==> src/rtl/nqb_pkg.sv <==
// Shared constants, types and the attack-check request for the N-queens search.
`default_nettype none

package nqb_pkg;

    // Field widths fixed by the stream format
    localparam int ROW_W       = 3;   // row minus one of one queen
    localparam int CNT_W       = 4;   // column, row candidate and board edge counters
    localparam int SOL_W       = 7;   // running solution number
    localparam int ROWS_W      = 24;  // packed rows of all columns
    localparam int CFG_W       = 4;   // board_size register
    localparam int MAX_BOARD_DEF = 8; // default built board edge
    localparam logic [CFG_W-1:0] BOARD_RESET = 4'd8;

    // Search phase kept between requests
    typedef enum logic [1:0] {
        PH_FRESH = 2'd0,
        PH_RUN   = 2'd1,
        PH_DONE  = 2'd2
    } phase_t;

    // One compare job for the attack unit
    typedef struct packed {
        logic [ROW_W-1:0] q;  // row of the earlier queen
        logic [CNT_W-1:0] r;  // candidate row
        logic [CNT_W-1:0] d;  // column distance
    } attack_req_t;

endpackage

`default_nettype wire

==> src/rtl/nqb_attack_unit.sv <==
// Shared attack compare: same row or either left diagonal of one earlier queen.
`default_nettype none

module nqb_attack_unit
    import nqb_pkg::*;
(
    input  attack_req_t req,
    output logic        hit
);

    logic [CNT_W:0] q_ext;
    logic [CNT_W:0] r_ext;
    logic [CNT_W:0] d_ext;

    // Widen so the diagonal sums cannot wrap
    assign q_ext = {{(CNT_W + 1 - ROW_W){1'b0}}, req.q};
    assign r_ext = {1'b0, req.r};
    assign d_ext = {1'b0, req.d};

    // Flag row clash, falling diagonal or rising diagonal
    assign hit = (q_ext == r_ext) ||
                 ((q_ext + d_ext) == r_ext) ||
                 ((r_ext + d_ext) == q_ext);

endmodule

`default_nettype wire

==> src/rtl/n_queens_backtrack_search.sv <==
// Top level: sequenced depth-first N-queens search, one solution or exhaustion report per request beat.
//
//  channel   dir  handshake            payload
//  s_        in   s_tvalid/s_tready    s_tdata[0] restart
//  m_        out  m_tvalid/m_tready    m_tdata queen_rows, solution_number; m_tuser found
//  cfg_      in   cfg_we               cfg_wdata board_size
//
// A request passes through an accept step, a try step for each candidate row, each backtrack
// and the closing test, a check step for each earlier column compared and for each queen
// placed, and an emit step, all through the single shared attack compare unit; a request
// on an exhausted search goes straight from the accept step to the emit step.
// Reset restores board_size 8 and clears the search, with no sweep.
// The result register holds a stalled beat; the next request may start meanwhile
// and waits in the emit step for the register before it delivers.
`default_nettype none

module n_queens_backtrack_search
    import nqb_pkg::*;
#(
    parameter int MAX_BOARD = MAX_BOARD_DEF
) (
    input  wire              aclk,
    input  wire              aresetn,
    // request: bit 0 restart, bits 7..1 zero
    input  wire  [7:0]       s_tdata,
    input  wire              s_tvalid,
    output logic             s_tready,
    // result: bits 23..0 queen_rows, bits 30..24 solution_number, bit 31 zero
    output logic [31:0]      m_tdata,
    // result: bit 0 found
    output logic             m_tuser,
    output logic             m_tvalid,
    input  wire              m_tready,
    input  wire              cfg_we,
    input  wire  [CFG_W-1:0] cfg_wdata
);

    localparam int IDX_W = (MAX_BOARD > 1) ? $clog2(MAX_BOARD) : 1;
    localparam logic [CNT_W-1:0] MAX_N = CNT_W'(MAX_BOARD);

    typedef enum logic [3:0] {
        ST_IDLE  = 4'b0001,
        ST_TRY   = 4'b0010,
        ST_CHECK = 4'b0100,
        ST_EMIT  = 4'b1000
    } state_t;

    state_t              state_reg, state_next;
    phase_t              phase_reg, phase_next;
    logic [CFG_W-1:0]    board_reg, board_next;
    logic [ROW_W-1:0]    rows_reg [MAX_BOARD];
    logic [ROW_W-1:0]    rows_next [MAX_BOARD];
    logic [CNT_W-1:0]    col_reg, col_next;
    logic [SOL_W-1:0]    count_reg, count_next;
    logic [CNT_W-1:0]    k_reg, k_next;
    logic [CNT_W-1:0]    r_reg, r_next;
    logic [CNT_W-1:0]    c_reg, c_next;
    logic                found_reg, found_next;
    logic                m_valid_reg, m_valid_next;
    logic [ROWS_W-1:0]   m_rows_reg, m_rows_next;
    logic [SOL_W-1:0]    m_num_reg, m_num_next;
    logic                m_found_reg, m_found_next;

    logic [CNT_W-1:0]    n_eff;
    logic [CNT_W-1:0]    k_start;
    logic [CNT_W-1:0]    rd_idx;
    logic [ROW_W-1:0]    rd_q;
    logic [ROWS_W-1:0]   packed_rows;
    attack_req_t         atk_req;
    logic                atk_hit;

    // Clamp the board edge into 1..MAX_BOARD
    always_comb begin
        if (board_reg == '0) begin
            n_eff = CNT_W'(1);
        end else if (board_reg > MAX_N) begin
            n_eff = MAX_N;
        end else begin
            n_eff = board_reg;
        end
    end

    // Column to resume from when continuing a running search
    assign k_start = (col_reg >= CNT_W'(1) && col_reg <= n_eff) ? col_reg - CNT_W'(1)
                                                               : n_eff - CNT_W'(1);

    // Single read port on the queen rows
    always_comb begin
        case (state_reg)
            ST_IDLE: rd_idx = k_start;
            ST_TRY:  rd_idx = k_reg - CNT_W'(1);
            default: rd_idx = c_reg;
        endcase
    end
    assign rd_q = rows_reg[rd_idx[IDX_W-1:0]];

    // Shared attack compare against the earlier column under test
    assign atk_req.q = rd_q;
    assign atk_req.r = r_reg;
    assign atk_req.d = k_reg - c_reg;

    nqb_attack_unit u_attack (
        .req (atk_req),
        .hit (atk_hit)
    );

    // Pack the placed rows, columns past the edge read zero
    always_comb begin
        packed_rows = '0;
        for (int i = 0; i < MAX_BOARD; i++) begin
            if (CNT_W'(i) < n_eff) begin
                packed_rows[ROW_W*i +: ROW_W] = rows_reg[i];
            end
        end
    end

    assign s_tready = (state_reg == ST_IDLE);

    // Search sequencer
    always_comb begin
        state_next   = state_reg;
        phase_next   = phase_reg;
        board_next   = board_reg;
        rows_next    = rows_reg;
        col_next     = col_reg;
        count_next   = count_reg;
        k_next       = k_reg;
        r_next       = r_reg;
        c_next       = c_reg;
        found_next   = found_reg;
        m_valid_next = m_valid_reg && !m_tready;
        m_rows_next  = m_rows_reg;
        m_num_next   = m_num_reg;
        m_found_next = m_found_reg;

        case (state_reg)
            ST_IDLE: begin
                if (s_tvalid) begin
                    if (s_tdata[0]) begin
                        for (int i = 0; i < MAX_BOARD; i++) begin
                            rows_next[i] = '0;
                        end
                        col_next   = '0;
                        count_next = '0;
                        phase_next = PH_FRESH;
                    end
                    if (s_tdata[0] || phase_reg == PH_FRESH) begin
                        k_next     = '0;
                        r_next     = '0;
                        state_next = ST_TRY;
                    end else if (phase_reg == PH_RUN) begin
                        // Step the last queen past its current row
                        k_next = k_start;
                        r_next = {{(CNT_W - ROW_W){1'b0}}, rd_q} + CNT_W'(1);
                        rows_next[k_start[IDX_W-1:0]] = '0;
                        state_next = ST_TRY;
                    end else begin
                        found_next = 1'b0;
                        state_next = ST_EMIT;
                    end
                end
            end
            ST_TRY: begin
                if (k_reg >= n_eff) begin
                    col_next   = n_eff;
                    found_next = 1'b1;
                    state_next = ST_EMIT;
                end else if (r_reg >= n_eff) begin
                    if (k_reg == '0) begin
                        col_next   = '0;
                        found_next = 1'b0;
                        state_next = ST_EMIT;
                    end else begin
                        // Backtrack one column and resume past its row
                        k_next = k_reg - CNT_W'(1);
                        r_next = {{(CNT_W - ROW_W){1'b0}}, rd_q} + CNT_W'(1);
                        rows_next[rd_idx[IDX_W-1:0]] = '0;
                    end
                end else begin
                    c_next     = '0;
                    state_next = ST_CHECK;
                end
            end
            ST_CHECK: begin
                if (c_reg == k_reg) begin
                    // No earlier queen attacks: place and advance
                    rows_next[k_reg[IDX_W-1:0]] = r_reg[ROW_W-1:0];
                    k_next     = k_reg + CNT_W'(1);
                    r_next     = '0;
                    state_next = ST_TRY;
                end else if (atk_hit) begin
                    r_next     = r_reg + CNT_W'(1);
                    state_next = ST_TRY;
                end else begin
                    c_next = c_reg + CNT_W'(1);
                end
            end
            ST_EMIT: begin
                if (!m_valid_reg || m_tready) begin
                    m_valid_next = 1'b1;
                    m_found_next = found_reg;
                    if (found_reg) begin
                        m_rows_next = packed_rows;
                        m_num_next  = count_reg + SOL_W'(1);
                        count_next  = count_reg + SOL_W'(1);
                        phase_next  = PH_RUN;
                    end else begin
                        m_rows_next = '0;
                        m_num_next  = count_reg;
                        phase_next  = PH_DONE;
                    end
                    state_next = ST_IDLE;
                end
            end
            default: begin
                state_next = ST_IDLE;
            end
        endcase

        // Register write restarts the search
        if (cfg_we) begin
            board_next = cfg_wdata;
            for (int i = 0; i < MAX_BOARD; i++) begin
                rows_next[i] = '0;
            end
            col_next   = '0;
            count_next = '0;
            phase_next = PH_FRESH;
        end
    end

    // Hold state
    always_ff @(posedge aclk) begin
        if (!aresetn) begin
            state_reg   <= ST_IDLE;
            phase_reg   <= PH_FRESH;
            board_reg   <= BOARD_RESET;
            for (int i = 0; i < MAX_BOARD; i++) begin
                rows_reg[i] <= '0;
            end
            col_reg     <= '0;
            count_reg   <= '0;
            m_valid_reg <= 1'b0;
        end else begin
            state_reg   <= state_next;
            phase_reg   <= phase_next;
            board_reg   <= board_next;
            rows_reg    <= rows_next;
            col_reg     <= col_next;
            count_reg   <= count_next;
            m_valid_reg <= m_valid_next;
        end
    end

    // Working counters and result payload
    always_ff @(posedge aclk) begin
        k_reg       <= k_next;
        r_reg       <= r_next;
        c_reg       <= c_next;
        found_reg   <= found_next;
        m_rows_reg  <= m_rows_next;
        m_num_reg   <= m_num_next;
        m_found_reg <= m_found_next;
    end

    assign m_tvalid = m_valid_reg;
    assign m_tuser  = m_found_reg;
    assign m_tdata  = {1'b0, m_num_reg, m_rows_reg};

endmodule

`default_nettype wire

==> config.mk <==
export PLATFORM = sky130hd
export DESIGN_NAME = n_queens_backtrack_search
export DESIGN_NICKNAME = d
export VERILOG_FILES = /design/src/rtl/nqb_pkg.sv /design/src/rtl/nqb_attack_unit.sv /design/src/rtl/n_queens_backtrack_search.sv
export SDC_FILE = /design/constraint.sdc
export NUM_CORES = 1
export LEC_CHECK = 0
export BUFFER_PORTS_ARGS = -buffer_cell sky130_fd_sc_hd__buf_2
export CAP_MARGIN = 5
export CORE_UTILIZATION = 60
export DETAILED_ROUTE_END_ITERATION = 7
export PLACE_DENSITY = 0.79
export SLEW_MARGIN = 20
export SYNTH_ARGS = -nofsm -noshare
export SYNTH_HDL_FRONTEND = slang
export SYNTH_SLANG_ARGS = --single-unit
==> constraint.sdc <==
create_clock -name aclk -period 6.5 [get_ports aclk]
set_input_delay 0.975 -clock aclk [delete_from_list [all_inputs] [get_ports aclk]]
set_output_delay 0.975 -clock aclk [all_outputs]
set_load 0.005 [all_outputs]
==> results.json, run 1 <==
{
  "via_count_of_the_routed_design": 4783,
  "hold_violations": 0,
  "finish.instance_area_sq_um": 6043,
  "setup.worst_path.end_class": "register",
  "number_of_storage_elements_in_the_synthesis_netlist": 91,
  "multiInputGateArea_sq_um": 3108,
  "synth.top_cells.by_count": "sky130_fd_sc_hd__nor2_1, sky130_fd_sc_hd__dfxtp_1, sky130_fd_sc_hd__edfxtp_1",
  "first_pass_drt_iterations": 5,
  "fillers": 707,
  "achievable-frequency_mhz": 168.0,
  "worst_pin_slew_ns": 0.9627,
  "synth.avg_cell_area_sq_um": 9.409,
  "status": "complete, no violations",
  "antenna_found_initial": 0,
  "critical_path.slowest_cell": "sky130_fd_sc_hd__dfxtp_1",
  "area_growth_syn_to_layout_pct": 7.764,
  "worstPathMaxFanout": 11,
  "die_height_um": 98.68,
  "die_area_sq_um": 9737,
  "cp-start-kind": "register",
  "ctsResizeCount": 0,
  "clockBufferDepth": 2,
  "placedCellCount": 724,
  "ios": 52,
  "tritoncts": "done",
  "clock_insertion_delay_at_the_later_pin_of_the_skew_report_ns": 0.38,
  "family_with_the_most_delay_on_the_worst_path": "compound AO/OA/AOI/OAI gates",
  "clk_pin_slew_worst_paths_ns": 0.10,
  "core_region_area_sq_um": 8891,
  "timing.setup.critical_path_class": "register to register",
  "seq_power_share_pct": 32.7,
  "min_path_type": "register to register",
  "grt_usage_pct": 29.26,
  "post-synth-top-area-cell": "sky130_fd_sc_hd__edfxtp_1",
  "r2r_start": "board_reg[3]",
  "post_synth_instance_area_sq_um": 5608,
  "placement.io_buffers": 43,
  "gp_routability_congestion": 1.017,
  "instance_count_of_the_mapped_netlist": 596,
  "antennaDiodeCount": 0,
  "fp.dieW_um": 98.68,
  "placementRows": 34,
  "synth-edff-count": 45,
  "fin_worst_skew_ns": 0.01165,
  "min_period_ns": 5.953,
  "worst_setup_margin_ns": 0.5470,
  "hold_path.startpoint": "rows_reg[9]",
  "timing.critical_path.slowest_cell_delay_ns": 0.57,
  "cp_data_required_time_ns": 6.53,
  "synth_most_common_cell": "sky130_fd_sc_hd__nor2_1",
  "drv_cap": 0,
  "min_period_over_period_pct": 91.58,
  "power.switching_fraction_pct": 46.22,
  "rsz_0062_raised_after_global_routing": "no",
  "drt_drc_violations_left": 0,
  "root_buffer": "sky130_fd_sc_hd__clkbuf_8",
  "layout.nets": 679,
  "timing.setup.tns_ns": 0,
  "setup_violations": 0,
  "power_report.internal_total_mw": 1.264,
  "dpl.hpwl_um": 10280,
  "finalCoreUtilization_pct": 67.97,
  "drtIter0Drc": 467,
  "power-per-cell-area_nw_per_um2": 388.8,
  "maxSlewViolCount": 0,
  "final_layout_size_suffix_gt1_share_pct": 13.29,
  "clockPowerShare_pct": 16.3,
  "pin_count_of_the_biggest_net_entering_global_routing": 38,
  "synth_async_sr_flop_share_pct": 0,
  "cp_data_arrival_time_ns": 5.99,
  "initial_core_util_pct": 63.07,
  "grt_pass1_vias": 4479,
  "seqCellArea_sq_um": 2272,
  "cts.sink_count": 91,
  "crit_path_start": "board_reg[3]",
  "timing.slew.headroom_pct": 35.65,
  "synth.yosys.warnings": 0,
  "unique_masters_post_synth": 72,
  "drt_wl_total_um": 13900,
  "yosys.area.top_type_share_pct": 24.10,
  "power.net_switching_mw": 1.086,
  "postRouteAntennaNets": 0,
  "power.ir.vdd_worst_mv": 0.2969,
  "routed_wirelength_normalized_by_instance_count_um": 18.79,
  "cp_cell_sequence": "inv_1 > nand2_1 > ha_1 > nor2b_1 > o2111ai_1 > a31o_1 > o21a_2 > mux2_2 > o211ai_1 > nand2_1 > ha_1 > ha_1 > nor2b_1 > a21oi_1 > nor2_1 > a2111oi_0 > o311ai_1 > or3_1 > a31oi_1",
  "crit_buf_inv": 1,
  "hold_buffers": 0,
  "cts_buffers": 9,
  "first_pass_grt_wire_length_um": 22180,
  "post-place-ws_ns": 0.6650,
  "combinationalPowerShare_pct": 51.0,
  "post_cts_buffers": 0,
  "yosys_most_used_dff": "sky130_fd_sc_hd__dfxtp_1",
  "post_dp_cell_area_sq_um": 5858,
  "cp_common_cell": "sky130_fd_sc_hd__ha_1",
  "detail_routed_via_count_per_cell": 6.464,
  "instances_no_fill": 740,
  "synth_area_leaders": "sky130_fd_sc_hd__edfxtp_1, sky130_fd_sc_hd__dfxtp_1, sky130_fd_sc_hd__ha_1",
  "seq_area_frac_synth_pct": 40.52,
  "synthesis.nets": 648,
  "leakage_nw": 2.373,
  "grt_overflow": 0,
  "cts_max_level": 3
}
[tightest hold or removal path, cell delays in order (launching register included)]
cell	delay, ns
sky130_fd_sc_hd__dfxtp_1	0.34
sky130_fd_sc_hd__a22oi_1	0.06
sky130_fd_sc_hd__nor2_1	0.08
[final timing paths]
kind         cells after the start  slack [ns]          end
min                              2        0.52  rows_reg[9]
min reg2reg                      2        0.52  rows_reg[9]
max reg2reg                     19        0.55     r_reg[2]
max                             19        0.55     r_reg[2]
[power groups by stage]
stage	sequential [mW]	combinational [mW]	clock, mW
4_1_cts	0.764	1.18	0.387
6_report	0.768	1.20	0.383
3_3_place_gp	0.777	1.13	0
3_5_place_dp	0.777	1.17	0
5_1_grt	0.775	1.32	0.405
2_1_floorplan	0.692	1.00	0
[logic make-up (layout without fill, tap and decap cells)]
logic type      Yosys count  count (layout)  synth area share (%)
xor+xnor                 26              26                 4.061
compound gates          164             164                 21.04
other cells               1               1               0.06687
flops                    91              91                 40.52
fa+ha+maj                35              35                 8.077
simple gates            214             214                 19.92
mux                      11              11                 2.030
buf+inv                  54              90                 4.284
[cell usage in the layout, fill, tap and decap left out, types with 4 or more instances in the layout]
master / netlist / routed
sky130_fd_sc_hd__nor2_1: 67 / 67
sky130_fd_sc_hd__dfxtp_1: 46 / 46
sky130_fd_sc_hd__edfxtp_1: 45 / 45
sky130_fd_sc_hd__buf_2: 0 / 43
sky130_fd_sc_hd__a22oi_1: 37 / 37
sky130_fd_sc_hd__nand2_1: 36 / 36
sky130_fd_sc_hd__ha_1: 33 / 33
sky130_fd_sc_hd__inv_1: 27 / 27
sky130_fd_sc_hd__a21oi_1: 24 / 24
sky130_fd_sc_hd__o21ai_0: 22 / 22
sky130_fd_sc_hd__and2_1: 17 / 17
sky130_fd_sc_hd__xnor2_1: 15 / 15
sky130_fd_sc_hd__nand3_1: 15 / 15
sky130_fd_sc_hd__a21o_1: 13 / 13
sky130_fd_sc_hd__and3_1: 13 / 13
sky130_fd_sc_hd__nor2b_1: 12 / 12
sky130_fd_sc_hd__xor2_1: 11 / 11
sky130_fd_sc_hd__nand4_1: 10 / 10
sky130_fd_sc_hd__o211ai_1: 10 / 10
sky130_fd_sc_hd__clkbuf_8: 0 / 9
sky130_fd_sc_hd__mux2i_1: 8 / 8
sky130_fd_sc_hd__nor3_1: 8 / 8
sky130_fd_sc_hd__o22ai_1: 7 / 7
sky130_fd_sc_hd__a31oi_1: 7 / 7
sky130_fd_sc_hd__nand2b_1: 6 / 6
sky130_fd_sc_hd__o21a_1: 5 / 5
sky130_fd_sc_hd__o21ai_1: 4 / 4
sky130_fd_sc_hd__a221oi_1: 4 / 4
sky130_fd_sc_hd__or3_1: 4 / 4
sky130_fd_sc_hd__nor4_1: 4 / 4
[layer usage]
layer	wire length (um)	global-route usage, %	share of wire [%]	vias to the layer above
met4	395	11.60	2.8	0
met5	0	0	0	-
met1	5987	38.33	43	2269
met2	6512	47.83	47	206
met3	1006	5.816	7.2	39
li1	-	-	-	2269
[area by class of cell]
cell class	instances	share of cell area (%)
Tap cell	108	2.236
Inverter	28	1.739
Clock buffer	10	2.112
Clock inverter	6	0.9524
Sequential cell	91	37.60
Multi-Input combinational cell	451	51.43
Timing Repair Buffer	46	3.934
[metrics by stage]
| step | hold WS (ns) | power [mW] |
|---|---|---|
| after global routing | 0.5661 | 2.503 |
| after global placement | 0.4854 | 1.907 |
| after floorplan | 0.4654 | 1.695 |
| after detailed placement | 0.5017 | 1.950 |
| after CTS | 0.5262 | 2.329 |
| final | 0.5177 | 2.350 |
(Power assumes the default switching activity.)
==> run 2: changes to the inputs <==
- CORE_ASPECT_RATIO: not set -> 0.5
==> run 2 against run 1 <==
  * Core utilization up 1.6 points
  * Fmax up 0.35%
  * The flow now finishes with violations (DRC)
  * Routed wire length up 0.24%
  * Non-clock buffer count up 2
  * Critical endpoint is now r_reg[0]
  * Critical path depth unchanged
==> results.json, run 2 (synthesis results as in run 1) <==
{
  "finish.instance_area_sq_um": 6185,
  "cts_max_level": 3,
  "leakage_nw": 2.437,
  "post_dp_cell_area_sq_um": 5878,
  "power_report.internal_total_mw": 1.394,
  "power.ir.vdd_worst_mv": 0.2432,
  "timing.slew.headroom_pct": 39.87,
  "grt_overflow": 0,
  "hold_buffers": 0,
  "via_count_of_the_routed_design": 4785,
  "cp_data_required_time_ns": 6.50,
  "initial_core_util_pct": 63.09,
  "status": "complete, but fails checks",
  "tritoncts": "done",
  "fillers": 694,
  "clk_pin_slew_worst_paths_ns": 0.07,
  "fin_worst_skew_ns": 0.01035,
  "grt_usage_pct": 30.58,
  "cp_common_cell": "sky130_fd_sc_hd__ha_1",
  "first_pass_grt_wire_length_um": 22870,
  "ctsResizeCount": 0,
  "timing.setup.critical_path_class": "register to register",
  "ff2ff_setup_slack_ns": 0.57,
  "gp_routability_congestion": 0.9760,
  "rsz_0062_raised_after_global_routing": "no",
  "min_path_type": "register to register",
  "r2r_start": "board_reg[3]",
  "dpl.hpwl_um": 10200,
  "routed_wirelength_normalized_by_instance_count_um": 18.56,
  "maxSlewViolCount": 0,
  "worstPathMaxFanout": 11,
  "die_height_um": 70.36,
  "drt_drc_violations_left": 7,
  "root_buffer": "sky130_fd_sc_hd__clkbuf_16",
  "layout.nets": 681,
  "antenna_found_initial": 0,
  "die_area_sq_um": 9760,
  "timing.setup.tns_ns": 0,
  "worst_pin_slew_ns": 0.8996,
  "postRouteAntennaNets": 0,
  "setup.worst_path.end_class": "register",
  "seq_power_share_pct": 30.6,
  "hold_path.startpoint": "rows_reg[9]",
  "cts.sink_count": 91,
  "cts_buffers": 9,
  "post_cts_buffers": 0,
  "layout.cells.most_common_list": "sky130_fd_sc_hd__nor2_1, sky130_fd_sc_hd__dfxtp_1, sky130_fd_sc_hd__edfxtp_1",
  "drv_cap": 0,
  "area_growth_syn_to_layout_pct": 10.29,
  "timing.rr.end": "r_reg[0]",
  "antennaDiodeCount": 0,
  "combinationalPowerShare_pct": 48.2,
  "power-per-cell-area_nw_per_um2": 406.0,
  "cp_cell_sequence": "inv_1 > nand2_1 > ha_1 > nor2b_1 > o2111ai_1 > a31o_1 > o21a_2 > mux2_2 > o211ai_1 > nand2_1 > ha_1 > ha_1 > nor2b_1 > a21oi_1 > nor2_1 > a2111oi_0 > o311ai_1 > or3_1 > a31oi_1",
  "cp_data_arrival_time_ns": 5.94,
  "min_period_ns": 5.932,
  "detail_routed_via_count_per_cell": 6.372,
  "hold_violations": 0,
  "layout.cells.most_common": "sky130_fd_sc_hd__nor2_1",
  "critical_path.slowest_cell": "sky130_fd_sc_hd__dfxtp_1",
  "drt_wl_total_um": 13940,
  "clockPowerShare_pct": 21.3,
  "power.switching_fraction_pct": 44.48,
  "placement.io_buffers": 43,
  "number_of_cells_on_the_worst_hold_path": 2,
  "pin_count_of_the_biggest_net_entering_global_routing": 41,
  "min_period_over_period_pct": 91.26,
  "grt_pass1_vias": 4386,
  "final_layout_size_suffix_gt1_share_pct": 13.56,
  "timing.critical_path.slowest_cell_delay_ns": 0.56,
  "achievable-frequency_mhz": 168.6,
  "hold_path_end": "rows_reg[9]",
  "core_region_area_sq_um": 8889,
  "drtIter0Drc": 570,
  "setup_violations": 0,
  "cp-start-kind": "register",
  "reg2regPathDepth": 19,
  "first_pass_drt_iterations": 8,
  "clockBufferDepth": 2,
  "violations": "DRC",
  "placementRows": 24,
  "fp.dieW_um": 138.7,
  "power.net_switching_mw": 1.117,
  "ios": 52,
  "clock_insertion_delay_at_the_later_pin_of_the_skew_report_ns": 0.35
}
-- run 2: cell count changes in the layout (fill, tap and decap cells not counted), sizes merged --
cell    before  now
buf         46   48
clkbuf      10    9
inv         31   30
clkinv       3    5
-- run 2: layout make-up --
cell class              instances  area, sq um  area share, %
inverters                      28        105.1          1.699
well taps                     117        146.4          2.367
multi-input cells             451         3102          50.15
flip-flops and latches         91         2272          36.74
clock inverters                 7        81.33          1.315
clock buffers                   9        225.2          3.642
repair buffers                 48        252.7          4.087
-- run 2: worst max-delay path by stage --
stage	startpoint	to	slack, ns	cells past startpoint
2_1_floorplan	board_reg[3]	r_reg[0]	1.49	20
3_3_place_gp	board_reg[3]	r_reg[0]	0.78	19
3_5_place_dp	board_reg[3]	r_reg[0]	0.72	19
4_1_cts	board_reg[3]	r_reg[0]	0.67	19
5_1_grt	board_reg[3]	r_reg[2]	0.15	19
6_report	board_reg[3]	r_reg[0]	0.57	19
-- run 2: power groups by stage --
stage | clock (mW) | sequential (mW) | combinational [mW]
after floorplan | 0 | 0.692 | 1.00
after global placement | 0 | 0.772 | 1.15
after detailed placement | 0 | 0.774 | 1.18
after CTS | 0.539 | 0.761 | 1.19
after global routing | 0.559 | 0.775 | 1.33
final | 0.534 | 0.767 | 1.21
-- run 2: per-stage QoR --
step	utilization (%)	hold WS, ns	power (mW)	setup WS [ns]	instances
floorplan	-	0.4654	1.695	1.492	596
global placement	66.13	0.4888	1.922	0.7764	735
detailed placement	66.13	0.4996	1.953	0.7195	735
CTS	69.58	0.5170	2.487	0.6719	751
global route	69.58	0.5468	2.668	0.1473	751
finish	69.58	0.5078	2.511	0.5681	751
-- run 2: routing by layer --
layer / track usage (%) / up-vias / wire, um / part of all wire, %
met5: 0 / - / 0 / 0
met4: 8.642 / 0 / 251 / 1.8
met3: 6.790 / 26 / 1240 / 8.9
met2: 45.63 / 237 / 5789 / 42
met1: 44.44 / 2243 / 6654 / 48
li1: - / 2279 / - / -
-- run 2: worst max-delay path, delay by kind of cell (launching register included) --
family	cells	cell delay, ns
adders and majority gates	3	0.83
AOI/OAI and AO/OA	8	2.36
buffers and inverters	1	0.23
muxes	1	0.38
and+or+nand+nor	6	1.20
DFF	1	0.56
